**src/rtl/imu_cal_pkg.sv**
```systemverilog
// Shared types and constants for the IMU calibration accumulator
package imu_cal_pkg;

    localparam int ROT_COS = 31637;
    localparam int ROT_SIN = 8536;

    typedef enum logic [1:0] {
        CMD_STATIC   = 2'd0,
        CMD_ROTATION = 2'd1,
        CMD_FINISH   = 2'd2,
        CMD_UNUSED   = 2'd3
    } t_cmd;

    typedef enum logic [1:0] {
        ERR_OK        = 2'd0,
        ERR_NO_STATIC = 2'd1,
        ERR_NO_ROT    = 2'd2,
        ERR_ZERO_RATE = 2'd3
    } t_err;

    typedef enum logic [3:0] {
        S_IDLE,
        S_DIV_START,
        S_DIV_WAIT,
        S_DEBIAS,
        S_RATIO_START,
        S_RATIO_WAIT,
        S_CLEAR,
        S_OUT
    } t_state;

    // Controller to datapath
    typedef struct packed {
        logic       accept;
        logic       div_start;
        logic [3:0] div_sel;
        logic       div_store;
        logic       debias;
        logic       clear;
        logic       out_load;
    } t_ctrl;

    // Datapath to controller
    typedef struct packed {
        logic       div_done;
        logic       static_zero;
        logic       rot_zero;
        logic       rate_zero;
    } t_stat;

    function automatic logic signed [15:0] sat16(input logic signed [63:0] v);
        if (v > 64'sd32767) begin
            return 16'sh7fff;
        end else if (v < -64'sd32768) begin
            return 16'sh8000;
        end else begin
            return v[15:0];
        end
    endfunction

    // rounding helper: floor((p + 2^14) / 2^15), then saturate
    function automatic logic signed [15:0] round_q15(input logic signed [35:0] p);
        logic signed [35:0] t;
        t = p + 36'sd16384;
        return sat16(64'(t >>> 15));
    endfunction

endpackage

```
**src/rtl/imu_bias_calibration_accumulator.sv**
```systemverilog
// Top level of the IMU bias and cross-axis calibration accumulator
//
// Input channel: i_valid / o_stall with cmd and six raw IMU fields.
// Static (cmd 0) and rotation (cmd 1) requests are rotated into the body frame
// and summed until their count saturates; the block takes one such request per
// cycle while o_stall is low. Cmd 3 is taken and dropped.
// A finish request (cmd 2) runs nine mean divisions and two ratio divisions on
// one shared bit-serial divider of COUNT_BITS+17 steps each (33 below
// COUNT_BITS 16), plus set-up and hand-over per division; an error ends the
// run early. The result then shows on o_valid / i_stall.
// The sums and counts are cleared as the result is loaded.
// o_stall is high from the finish request until its result is taken. A stalled
// result holds its fields until taken. Gravity must be written via i_cfg_we /
// i_cfg_data only while the block is idle; the block itself does not enforce
// it. Reset clears sums, counts and state and sets gravity to 20091.
module imu_bias_calibration_accumulator
    import imu_cal_pkg::*;
#(
    parameter int COUNT_BITS = 20
) (
    input  logic               i_clk,
    input  logic               i_rst_n,
    input  logic               i_valid,
    output logic               o_stall,
    input  logic [1:0]         i_cmd,
    input  logic signed [15:0] i_gyro_x,
    input  logic signed [15:0] i_gyro_y,
    input  logic signed [15:0] i_gyro_z,
    input  logic signed [15:0] i_accel_x,
    input  logic signed [15:0] i_accel_y,
    input  logic signed [15:0] i_accel_z,
    input  logic               i_cfg_we,
    input  logic [14:0]        i_cfg_data,
    output logic               o_valid,
    input  logic               i_stall,
    output logic signed [15:0] o_accel_bias_x,
    output logic signed [15:0] o_accel_bias_y,
    output logic signed [15:0] o_accel_bias_z,
    output logic signed [15:0] o_gyro_bias_x,
    output logic signed [15:0] o_gyro_bias_y,
    output logic signed [15:0] o_gyro_bias_z,
    output logic signed [15:0] o_z_to_x_ratio,
    output logic signed [15:0] o_z_to_y_ratio,
    output logic [1:0]         o_error_code
);
    t_ctrl              ctrl;
    t_stat              stat;
    logic signed [15:0] res [8];

    imu_cal_ctrl u_ctrl (
        .i_clk        (i_clk),
        .i_rst_n      (i_rst_n),
        .i_valid      (i_valid),
        .i_cmd_finish (i_cmd == CMD_FINISH),
        .i_out_stall  (i_stall),
        .i_stat       (stat),
        .o_ctrl       (ctrl),
        .o_stall      (o_stall),
        .o_valid      (o_valid)
    );

    imu_cal_dp #(.COUNT_BITS(COUNT_BITS)) u_dp (
        .i_clk        (i_clk),
        .i_rst_n      (i_rst_n),
        .i_ctrl       (ctrl),
        .i_cmd        (i_cmd),
        .i_gyro_x     (i_gyro_x),
        .i_gyro_y     (i_gyro_y),
        .i_gyro_z     (i_gyro_z),
        .i_accel_x    (i_accel_x),
        .i_accel_y    (i_accel_y),
        .i_accel_z    (i_accel_z),
        .i_cfg_we     (i_cfg_we),
        .i_cfg_data   (i_cfg_data),
        .o_stat       (stat),
        .o_res        (res),
        .o_error_code (o_error_code)
    );

    assign o_accel_bias_x = res[0];
    assign o_accel_bias_y = res[1];
    assign o_accel_bias_z = res[2];
    assign o_gyro_bias_x  = res[3];
    assign o_gyro_bias_y  = res[4];
    assign o_gyro_bias_z  = res[5];
    assign o_z_to_x_ratio = res[6];
    assign o_z_to_y_ratio = res[7];
endmodule

```
**src/rtl/imu_cal_div.sv**
```systemverilog
// Sequential signed divider, rounding to nearest with ties away from zero
module imu_cal_div
    import imu_cal_pkg::*;
#(
    parameter int NUM_BITS = 40,
    parameter int DEN_BITS = 21
) (
    input  logic                       i_clk,
    input  logic                       i_rst_n,
    input  logic                       i_start,
    input  logic signed [NUM_BITS-1:0] i_num,
    input  logic signed [DEN_BITS-1:0] i_den,
    output logic                       o_done,
    output logic signed [NUM_BITS:0]   o_quot
);
    localparam int CNT_BITS = $clog2(NUM_BITS + 2);

    logic                r_busy, n_busy;
    logic [CNT_BITS-1:0] r_cnt, n_cnt;
    logic [NUM_BITS:0]   r_n, n_n;
    logic [DEN_BITS:0]   r_d, n_d;
    logic [DEN_BITS+1:0] r_rem, n_rem;
    logic [NUM_BITS:0]   r_q, n_q;
    logic                r_neg, n_neg;
    logic                r_done, n_done;
    logic [DEN_BITS+1:0] trial;
    logic [NUM_BITS:0]   abs_n;
    logic [DEN_BITS:0]   abs_d;

    always_comb begin
        abs_n = i_num[NUM_BITS-1] ? (NUM_BITS+1)'(-i_num) : (NUM_BITS+1)'(i_num);
        abs_d = i_den[DEN_BITS-1] ? (DEN_BITS+1)'(-i_den) : (DEN_BITS+1)'(i_den);
        trial = {r_rem[DEN_BITS:0], r_n[NUM_BITS]};
        n_busy = r_busy;
        n_cnt  = r_cnt;
        n_n    = r_n;
        n_d    = r_d;
        n_rem  = r_rem;
        n_q    = r_q;
        n_neg  = r_neg;
        n_done = 1'b0;
        if (i_start) begin
            n_busy = 1'b1;
            n_cnt  = CNT_BITS'(NUM_BITS + 1);
            // add half the divisor up front
            n_n    = abs_n + (NUM_BITS+1)'(abs_d >> 1);
            n_d    = abs_d;
            n_rem  = '0;
            n_q    = '0;
            n_neg  = i_num[NUM_BITS-1] ^ i_den[DEN_BITS-1];
        end else if (r_busy) begin
            n_n = {r_n[NUM_BITS-1:0], 1'b0};
            if (trial >= {1'b0, r_d}) begin
                n_rem = trial - {1'b0, r_d};
                n_q   = {r_q[NUM_BITS-1:0], 1'b1};
            end else begin
                n_rem = trial;
                n_q   = {r_q[NUM_BITS-1:0], 1'b0};
            end
            n_cnt = r_cnt - 1'b1;
            if (r_cnt == CNT_BITS'(1)) begin
                n_busy = 1'b0;
                n_done = 1'b1;
            end
        end
    end

    always_ff @(posedge i_clk) begin
        if (!i_rst_n) begin
            r_busy <= 1'b0;
            r_done <= 1'b0;
        end else begin
            r_busy <= n_busy;
            r_done <= n_done;
        end
        r_cnt <= n_cnt;
        r_n   <= n_n;
        r_d   <= n_d;
        r_rem <= n_rem;
        r_q   <= n_q;
        r_neg <= n_neg;
    end

    assign o_done = r_done;
    assign o_quot = r_neg ? -$signed(r_q) : $signed(r_q);
endmodule

```
**src/rtl/imu_cal_ctrl.sv**
```systemverilog
// Controller state machine for the IMU calibration accumulator
module imu_cal_ctrl
    import imu_cal_pkg::*;
(
    input  logic  i_clk,
    input  logic  i_rst_n,
    input  logic  i_valid,
    input  logic  i_cmd_finish,
    input  logic  i_out_stall,
    input  t_stat i_stat,
    output t_ctrl o_ctrl,
    output logic  o_stall,
    output logic  o_valid
);
    t_state     r_state, n_state;
    logic [3:0] r_sel, n_sel;

    always_comb begin
        n_state = r_state;
        n_sel   = r_sel;
        unique case (r_state)
            S_IDLE: begin
                if (i_valid && i_cmd_finish) begin
                    n_state = i_stat.static_zero ? S_CLEAR : S_DIV_START;
                    n_sel   = '0;
                end
            end
            S_DIV_START: n_state = S_DIV_WAIT;
            S_DIV_WAIT: begin
                if (i_stat.div_done) begin
                    if (r_sel == 4'd5 && i_stat.rot_zero) begin
                        n_state = S_CLEAR;
                    end else if (r_sel == 4'd8) begin
                        n_state = S_DEBIAS;
                    end else begin
                        n_sel   = r_sel + 1'b1;
                        n_state = S_DIV_START;
                    end
                end
            end
            S_DEBIAS: begin
                n_sel   = 4'd9;
                n_state = S_RATIO_START;
            end
            S_RATIO_START: n_state = i_stat.rate_zero ? S_CLEAR : S_RATIO_WAIT;
            S_RATIO_WAIT: begin
                if (i_stat.div_done) begin
                    if (r_sel == 4'd10) begin
                        n_state = S_CLEAR;
                    end else begin
                        n_sel   = r_sel + 1'b1;
                        n_state = S_RATIO_START;
                    end
                end
            end
            S_CLEAR: n_state = S_OUT;
            S_OUT: begin
                if (!i_out_stall) begin
                    n_state = S_IDLE;
                end
            end
            default: n_state = S_IDLE;
        endcase
    end

    always_comb begin
        o_ctrl           = '0;
        o_ctrl.div_sel   = r_sel;
        o_ctrl.accept    = (r_state == S_IDLE) && i_valid;
        o_ctrl.div_start = (r_state == S_DIV_START) ||
                           ((r_state == S_RATIO_START) && !i_stat.rate_zero);
        o_ctrl.div_store = ((r_state == S_DIV_WAIT) || (r_state == S_RATIO_WAIT))
                           && i_stat.div_done;
        o_ctrl.debias    = (r_state == S_DEBIAS);
        o_ctrl.clear     = (r_state == S_CLEAR);
        o_ctrl.out_load  = (r_state == S_CLEAR);
        o_stall          = (r_state != S_IDLE);
        o_valid          = (r_state == S_OUT);
    end

    always_ff @(posedge i_clk) begin
        if (!i_rst_n) begin
            r_state <= S_IDLE;
            r_sel   <= '0;
        end else begin
            r_state <= n_state;
            r_sel   <= n_sel;
        end
    end

`ifndef SYNTHESIS
    a_out_from_clear: assert property (@(posedge i_clk) disable iff (!i_rst_n)
        (r_state == S_OUT) && !$past(r_state == S_OUT) |-> $past(r_state == S_CLEAR))
        else $error("result shown without clearing pass");
    a_out_hold: assert property (@(posedge i_clk) disable iff (!i_rst_n)
        (r_state == S_OUT) && i_out_stall |=> (r_state == S_OUT))
        else $error("stalled result dropped");
    a_no_accept_busy: assert property (@(posedge i_clk) disable iff (!i_rst_n)
        o_ctrl.accept |-> (r_state == S_IDLE))
        else $error("request taken while busy");
`endif
endmodule

```
**src/rtl/imu_cal_dp.sv**
```systemverilog
// Datapath: rotation, accumulators, mean and ratio division, result register
module imu_cal_dp
    import imu_cal_pkg::*;
#(
    parameter int COUNT_BITS = 20
) (
    input  logic               i_clk,
    input  logic               i_rst_n,
    input  t_ctrl              i_ctrl,
    input  logic [1:0]         i_cmd,
    input  logic signed [15:0] i_gyro_x,
    input  logic signed [15:0] i_gyro_y,
    input  logic signed [15:0] i_gyro_z,
    input  logic signed [15:0] i_accel_x,
    input  logic signed [15:0] i_accel_y,
    input  logic signed [15:0] i_accel_z,
    input  logic               i_cfg_we,
    input  logic [14:0]        i_cfg_data,
    output t_stat              o_stat,
    output logic signed [15:0] o_res [8],
    output logic [1:0]         o_error_code
);
    localparam int SUM_BITS = COUNT_BITS + 16;
    localparam int NUM_BITS = (SUM_BITS > 32) ? SUM_BITS : 32;
    localparam int DEN_BITS = (COUNT_BITS + 1 > 17) ? COUNT_BITS + 1 : 17;
    localparam logic [COUNT_BITS-1:0] COUNT_MAX = '1;

    logic [14:0]                r_gravity;
    logic [COUNT_BITS-1:0]      r_scount, r_rcount;
    logic signed [SUM_BITS-1:0] r_ssum [6];
    logic signed [SUM_BITS-1:0] r_rsum [3];
    logic signed [15:0]         r_mean [11];
    logic signed [16:0]         r_dev [3];
    logic signed [15:0]         r_res [8];
    logic [1:0]                 r_err;

    logic signed [15:0] rg [3];
    logic signed [15:0] ra [3];
    logic signed [NUM_BITS-1:0] div_num;
    logic signed [DEN_BITS-1:0] div_den;
    logic signed [NUM_BITS:0]   div_q;
    logic                       div_done;
    t_cmd                       cmd;

    function automatic void rot(input logic signed [15:0] x, input logic signed [15:0] y,
                                input logic signed [15:0] z,
                                output logic signed [15:0] r0,
                                output logic signed [15:0] r1,
                                output logic signed [15:0] r2);
        logic signed [35:0] zn;
        logic signed [35:0] xe;
        zn = -36'(z);
        xe = 36'(x);
        r0 = round_q15(xe * 36'sd31637 - zn * 36'sd8536);
        r1 = sat16(-64'(y));
        r2 = round_q15(xe * 36'sd8536 + zn * 36'sd31637);
    endfunction

    always_comb begin
        rot(i_gyro_x, i_gyro_y, i_gyro_z, rg[0], rg[1], rg[2]);
        rot(i_accel_x, i_accel_y, i_accel_z, ra[0], ra[1], ra[2]);
        cmd = t_cmd'(i_cmd);
    end

    always_comb begin
        div_num = '0;
        div_den = DEN_BITS'(1);
        if (i_ctrl.div_sel < 4'd6) begin
            div_num = NUM_BITS'(r_ssum[i_ctrl.div_sel[2:0]]);
            div_den = DEN_BITS'($signed({1'b0, r_scount}));
        end else if (i_ctrl.div_sel < 4'd9) begin
            div_num = NUM_BITS'(r_rsum[2'(i_ctrl.div_sel - 4'd6)]);
            div_den = DEN_BITS'($signed({1'b0, r_rcount}));
        end else begin
            div_num = NUM_BITS'(-(32'(r_dev[i_ctrl.div_sel[0] ? 0 : 1]) <<< 14));
            div_den = DEN_BITS'(r_dev[2]);
        end
    end

    imu_cal_div #(.NUM_BITS(NUM_BITS), .DEN_BITS(DEN_BITS)) u_div (
        .i_clk   (i_clk),
        .i_rst_n (i_rst_n),
        .i_start (i_ctrl.div_start),
        .i_num   (div_num),
        .i_den   (div_den),
        .o_done  (div_done),
        .o_quot  (div_q)
    );

    always_ff @(posedge i_clk) begin
        if (!i_rst_n) begin
            r_gravity <= 15'd20091;
            r_scount  <= '0;
            r_rcount  <= '0;
            for (int i = 0; i < 6; i++) r_ssum[i] <= '0;
            for (int i = 0; i < 3; i++) r_rsum[i] <= '0;
        end else begin
            if (i_cfg_we) begin
                r_gravity <= i_cfg_data;
            end
            if (i_ctrl.clear) begin
                r_scount <= '0;
                r_rcount <= '0;
                for (int i = 0; i < 6; i++) r_ssum[i] <= '0;
                for (int i = 0; i < 3; i++) r_rsum[i] <= '0;
            end else if (i_ctrl.accept && cmd == CMD_STATIC && r_scount != COUNT_MAX) begin
                r_scount <= r_scount + 1'b1;
                for (int i = 0; i < 3; i++) begin
                    r_ssum[i]     <= r_ssum[i] + SUM_BITS'(ra[i]);
                    r_ssum[3 + i] <= r_ssum[3 + i] + SUM_BITS'(rg[i]);
                end
            end else if (i_ctrl.accept && cmd == CMD_ROTATION &&
                         r_rcount != COUNT_MAX) begin
                r_rcount <= r_rcount + 1'b1;
                for (int i = 0; i < 3; i++) r_rsum[i] <= r_rsum[i] + SUM_BITS'(rg[i]);
            end
        end
    end

    always_ff @(posedge i_clk) begin
        if (i_ctrl.accept && cmd == CMD_FINISH) begin
            for (int i = 0; i < 11; i++) r_mean[i] <= '0;
        end
        if (i_ctrl.div_store) begin
            r_mean[i_ctrl.div_sel] <= sat16(64'(div_q));
        end
        if (i_ctrl.debias) begin
            for (int i = 0; i < 3; i++) begin
                r_dev[i] <= 17'(r_mean[6 + i]) - 17'(r_mean[3 + i]);
            end
        end
        if (i_ctrl.out_load) begin
            for (int i = 0; i < 6; i++) r_res[i] <= r_mean[i];
            r_res[2] <= sat16(64'(r_mean[2]) - 64'(r_gravity));
            r_res[6] <= r_mean[9];
            r_res[7] <= r_mean[10];
            if (r_scount == '0) begin
                r_err <= ERR_NO_STATIC;
                for (int i = 0; i < 8; i++) r_res[i] <= '0;
            end else if (r_rcount == '0) begin
                r_err <= ERR_NO_ROT;
            end else if (r_dev[2] == '0) begin
                r_err <= ERR_ZERO_RATE;
            end else begin
                r_err <= ERR_OK;
            end
        end
    end

    assign o_stat.div_done    = div_done;
    assign o_stat.static_zero = (r_scount == '0);
    assign o_stat.rot_zero    = (r_rcount == '0);
    assign o_stat.rate_zero   = (r_dev[2] == '0);
    assign o_res              = r_res;
    assign o_error_code       = r_err;

`ifndef SYNTHESIS
    a_count_bound: assert property (@(posedge i_clk) disable iff (!i_rst_n)
        i_ctrl.clear |=> (r_scount == '0) && (r_rcount == '0))
        else $error("counts not cleared after finish");
    a_div_idle: assert property (@(posedge i_clk) disable iff (!i_rst_n)
        i_ctrl.div_start |=> !div_done)
        else $error("divider done too early");
    a_sat_hold: assert property (@(posedge i_clk) disable iff (!i_rst_n)
        (r_scount == COUNT_MAX) && !i_ctrl.clear |=> (r_scount == COUNT_MAX))
        else $error("static count wrapped");
`endif
endmodule
```
**config.mk**
```make
export PLATFORM = sky130hd
export DESIGN_NAME = imu_bias_calibration_accumulator
export DESIGN_NICKNAME = d
export VERILOG_FILES = /design/src/rtl/imu_cal_pkg.sv /design/src/rtl/imu_bias_calibration_accumulator.sv /design/src/rtl/imu_cal_div.sv /design/src/rtl/imu_cal_ctrl.sv /design/src/rtl/imu_cal_dp.sv
export SDC_FILE = /design/constraint.sdc
export NUM_CORES = 2
export LEC_CHECK = 0
export ABC_AREA = 1
export ABC_CLOCK_PERIOD_IN_PS = 15100
export BUFFER_PORTS_ARGS = -buffer_cell sky130_fd_sc_hd__buf_2
export CAP_MARGIN = 20
export CELL_PAD_IN_SITES_DETAIL_PLACEMENT = 1
export CELL_PAD_IN_SITES_GLOBAL_PLACEMENT = 1
export CORE_MARGIN = 2
export CORE_UTILIZATION = 50
export CTS_CLUSTER_SIZE = 16
export DETAILED_ROUTE_END_ITERATION = 6
export MAX_ROUTING_LAYER = met4
export PLACE_DENSITY = 0.94
export SYNTH_ARGS = -nofsm -noshare
export SYNTH_HDL_FRONTEND = slang
export SYNTH_SLANG_ARGS = --single-unit
```
**constraint.sdc**
```tcl
create_clock -name i_clk -period 15.1 [get_ports i_clk]
set_input_delay 0.755 -clock i_clk [delete_from_list [all_inputs] [get_ports i_clk]]
set_output_delay 0.755 -clock i_clk [all_outputs]
set_load 0.05 [all_outputs]
```
Word level (Yosys, flattened, before mapping) --
Memories as Yosys holds them, arrays and structs flattened. A register that Yosys moved wholly into a read port is not among the register bits. Cells that the tools add are included.
Operators by class: add/subtract/negate cells 36, multiply operators 8, order comparisons 19, equal/unequal tests 22, multiplexer cells 94, bitwise gates (word level) 22, reduce and logical (&&, ||, !) cells 28
Operators by type and width (count):
- 36-bit two-way mux | 20
- 36-bit by 16-bit adder with 36-bit output | 9
- 16-bit two-way mux | 17
- 64-bit by 16-bit > comparator with 1-bit output (second input constant) | 3
- 64-bit by 16-bit < comparator with 1-bit output (second input constant) | 3
- 37-bit two-way mux | 4
- 36-bit by 16-bit adder with 36-bit output (second input constant) | 4
- 16-bit negation with 64-bit output | 2
- 21-bit by 16-bit > comparator with 1-bit output (second input constant) | 4
- 21-bit by 16-bit < comparator with 1-bit output (second input constant) | 4
- 36-bit adder | 2
- 36-bit by 12-bit multiplier with 33-bit output (second input constant) | 2
- 36-bit by 16-bit multiplier with 36-bit output (second input constant) | 2
- 16-bit negation with 36-bit output | 2
- 36-bit subtractor | 2
- 16-bit by 16-bit subtractor with 17-bit output | 4
- 16-bit by 16-bit multiplier with 32-bit output (second input constant) | 2
- 16-bit by 12-bit multiplier with 28-bit output (second input constant) | 2
- 4-bit two-way mux | 12
- 22-bit two-way mux | 2
- 21-bit two-way mux | 2
- 20-bit by 1-bit adder with 20-bit output (second input constant) | 2
- 20-bit logical NOT | 2
- 20-bit inequality test (second input constant) | 2
- 46 further kinds | 119
Storage, ports and cells: register bits 256, bits in writable memories 551, input port bits 118, output and inout port bits 132, word-level logic and storage cells 252, memories kept 4
Memories:
- u_dp.r_ssum | words 6, width 36, read ports 7, clocked after memory_dff 1, wr ports 6, line imu_cal_dp.sv:30 | logic signed [SUM_BITS-1:0] r_ssum [6];
- u_dp.r_mean | words 11, width 16, read ports 11, clocked after memory_dff 4, wr ports 11, line imu_cal_dp.sv:32 | logic signed [15:0] r_mean [11];
- u_dp.r_rsum | words 3, width 36, read ports 4, clocked after memory_dff 0, wr ports 3, line imu_cal_dp.sv:31 | logic signed [SUM_BITS-1:0] r_rsum [3];
- u_dp.r_dev | words 3, width 17, read ports 2, clocked after memory_dff 0, wr ports 3, line imu_cal_dp.sv:33 | logic signed [16:0] r_dev [3];

Longest topological paths before layout --
word-level depth 10, depth in mapped cells 77, gate-level depth less buffers 73

Cells and area by module --
Synthesis repeated with hierarchy kept, for this count alone.
Second synthesis, totals: cell total of the unflattened synthesis 13494, area total of the unflattened synthesis 110036.8 um2
By module, submodules not included:
- imu_cal_dp | instances 1, cells an instance 11713, area an instance 98264.2 um2
- imu_cal_div | instances 1, cells an instance 1662, area an instance 11041.8 um2
- imu_cal_ctrl | instances 1, cells an instance 117, area an instance 720.7 um2
- imu_bias_calibration_accumulator | instances 1, cells an instance 2, area an instance 10.0 um2

Least setup slack after synthesis --
OpenSTA, ideal clock, no wires.
kind input -> register, start point in i_accel_x[1], end point mem u_dp.r_ssum[2][23] in the netlist's numbering (data pin), setup time 0.255 ns, data arrival time 11.503 ns, required time 14.845 ns, setup slack 3.341 ns, stages 60, path buffers 3, cells stage by stage ha_1 -> ha_1 -> fa_1 -> ha_1 -> inv_1 -> fa_1 -> inv_1 -> ha_1 -> a21o_1 -> inv_1 -> o21ai_0 -> nor2_1 -> o21ai_0 -> a21boi_0 -> o21ai_0 -> a21boi_0 -> o21ai_0 -> a21boi_0 -> [24 not listed] -> buf_2 -> nand2_1 -> nand2_1 -> ha_1 -> nand2_1 -> o21ai_0 -> a21oi_1 -> o21ai_0 -> a21oi_1 -> nor3_1 -> nor2_1 -> inv_1 -> nand3_1 -> o21bai_1 -> a21oi_1 -> o21ai_0 -> and2_1 -> nor2_1
RTL lines:
- start: declaration | line imu_bias_calibration_accumulator.sv:29 | input logic signed [15:0] i_accel_x,
- end: declaration | line imu_cal_dp.sv:30

==> results.yml <==
final_layout:
  fin_nets: 16800
  synthToLayoutAreaGrowth_pct: 6.68
  ff_latch_area_um2: 24700
  fillers: 28000
  layout-drive-gt1-share: 0.0610
  stdcell_area_um2: 121000
  multi_input_area_um2: 76600
  utilization: 0.535
sta:
  drv_slew: 0
  report.final.hold_viol_count: 0
  whs_ns: 0.183
  finalSetupViolations: 0
  rsz0062_at_grt: "false"
  min_period_over_period: 0.939
  tns_ns: 0
  slew_headroom: 0.170
  tightest_slew_ns: 1.23
  skew_ns: 0.109
  max_clock_freq_mhz: 70.6
  min_period_ns: 14.17
yosys:
  synthCells: 14200
  synth_compound_area_frac: 0.131
  synthSimpleGateAreaFrac: 0.182
  avgSynthCellArea_um2: 7.98
  synth-adder-area-share: 0.319
  synthMuxAreaShare: 0.000352
  synthXorXnorAreaFrac: 0.0416
  synth_edf_count: 725
  synth_flop_cell: "edfxtp_1"
  async_flop_share: 0
  ys_warn_count: 0
  synth_seq_cells: 873
  synth-seq-area-share: 0.218
  synth_top_family_by_area: "adder cells"
  syn-cell-area_um2: 114000
  synthDistinctLibCells: 89
critical_path:
  crit_type: "in -> reg"
  cp_data_arrival_time_ns: 14.69
  critPathSlowestCell: "fa_1"
  end_kind: "flop"
  cp-start-kind: "primary input"
  cp.required_ns: 15.62
  cp_max_fo: 17
  slowest_delay_ns: 0.60
drt:
  wirelength_mm: 470
  drtIter0Drc: 11800
  drt_pre_antenna_iters: 6
  vias: 109000
  drc_errors: 0
  avgViaCountPerCell: 6.25
  ant_nets: 0
  wl_per_cell_um: 26.8
floorplanning:
  ios: 250
  floorplan.initialDensity: 0.501
  fp.dieH_um: 481
  rows: 175
  die-width_um: 481
  core-area_um2: 227000
  dieArea_um2: 231000
clock_tree:
  numCtsBuffers: 98
  clk_path_buf_depth: 3
  cts_sinks: 873
  post_cts_buffers: 0
  h-tree-depth: 3
  clk_latency_ns: 0.83
  cts-root-buf: "clkbuf_16"
  clkTransAtPathRegs_ns: 0.07
  cts_tree: "done"
place:
  io_buffers: 249
  dp_hpwl_mm: 370
  gp_congestion: 1.02
  placed_cell_area_um2: 118000
global_routing:
  grt_first_pass_wirelength_mm: 703
  grt_max_degree: 86
  grt.overflow.total: 0
  track_usage: 0.408
  grt_pass1_vias: 117000
  antenna_found_initial: 27
flow_run:
  drv_cap: 0
run_status:
  status: "finished clean"
worst_hold_path:
  hold_path_class: "in -> reg"
## logic make-up (layout without fill, tap and decap cells)
group           Yosys count  in the layout
buf+inv                3192           3421
compound gates         2625           2625
simple gates           4667           4667
other cells               1             34
xor+xnor                536            536
mux                       4              4
fa+ha+maj              2339           2339
flops                   873            873
## metal layers
layer | wire, um | global-route usage | vias to the layer above | share of wire
li1 | - | - | 46800 | -
met1 | 170000 | 0.463 | 53700 | 0.36
met2 | 216000 | 0.643 | 6571 | 0.46
met3 | 46100 | 0.0974 | 2412 | 0.098
met4 | 37600 | 0.267 | 0 | 0.080
met5 | 0 | - | - | 0
## stage by stage
step,worst slack [ns],std cells
floorplan,3.34,14200
global placement,1.04,17300
detailed placement,0.316,17300
CTS,0.941,17500
global route,0.145,17500
finish,0.927,17500
## layout by cell type (no fill, tap or decap), types with 26 or more instances in the layout
master        n
inv_2        57
nand3_1     499
a21oi_1    1224
clkbuf_16   100
nor2_4       35
nand2_1    2322
nand3_2      31
o21ai_1      58
nand2_2      96
nand3b_1     57
nor4_1       50
clkinv_2     26
inv_1      2846
edfxtp_1    725
buf_2       249
nor3_1      118
buf_4        62
a31oi_1      90
ha_1       1409
o21bai_1     44
o21a_1       86
dfxtp_1     146
nand4_1     169
nor2_1     1092
a21o_1       61
o22ai_1      54
xor2_1      357
o211ai_1     52
o21ai_0     710
o41ai_1     100
xnor2_1     176
nand2_4      33
fa_1        929
nor2_2       80
diode_2      30
## sequential cells by signal (all words and copies together) (netlist names), 20 cells and up, named ones only
register	flops
u_dp.o_res	96
u_dp.r_dev	51
u_dp.r_mean	176
u_dp.r_rcount	20
u_dp.r_rsum	108
u_dp.r_scount	20
u_dp.r_ssum	216
u_dp.u_div.r_d	22
u_dp.u_div.r_n	37
u_dp.u_div.r_q	37
u_dp.u_div.r_rem	22
## worst paths after layout
path | startpoint | to | slack, ns | cells after the start
hold / removal | i_cfg_data[4] | u_dp.r_gravity[4] | 0.18 | 3
hold reg to reg | u_dp.u_div.r_rem[10] | u_dp.u_div.r_rem[10] | 0.49 | 2
setup reg to reg | u_ctrl.r_sel[0] | u_dp.u_div.r_n[28] | 6.90 | 35
setup / recovery | i_accel_x[1] | u_dp.r_ssum[2][23] | 0.93 | 58
## critical path: cells and delay by family
kind            cells  cell delay [ns]
simple gates       12             1.39
xor+xnor            1             0.50
buf+inv             9             1.13
fa+ha+maj          13             5.40
compound gates     23             5.48
## final cells by class
type,instances,area share
Clock inverter,56,0.00513
Tap cell,3009,0.0311
Sequential cell,873,0.204
Timing Repair Buffer,316,0.0148
Inverter,2920,0.0905
Multi-Input combinational cell,10200,0.632
Clock buffer,129,0.0222
Antenna cell,30,0.000619
## repair_timing
| item | CTS | global route |
|---|---|---|
| gates resized for setup | 0 | 2 |
| setup endpoints to repair | 0 | 5 |
| hold buffers | 0 | 0 |
| hold endpoints to repair | 0 | 0 |
## synthesized netlist by cell type (80+ instances only)
master / number / area, um2
nand3_1: 499 / 2500
xor2_1: 357 / 3130
clkbuf_1: 114 / 428
o21a_1: 86 / 646
xnor2_1: 176 / 1540
dfxtp_1: 148 / 2960
nand4_1: 169 / 1060
inv_1: 2848 / 10700
nand2_2: 95 / 594
a21oi_1: 1224 / 6130
nor2_2: 80 / 500
nor2_1: 1097 / 4120
nor3_1: 118 / 591
o21ai_0: 710 / 3550
ha_1: 1410 / 17600
nand2_1: 2326 / 8730
a31oi_1: 90 / 563
fa_1: 929 / 18600
o41ai_1: 100 / 876
edfxtp_1: 725 / 21800
Power is left out: the tool's default activity adds up to more than one toggle a clock period on the data nets, which glitch-free logic cannot reach.
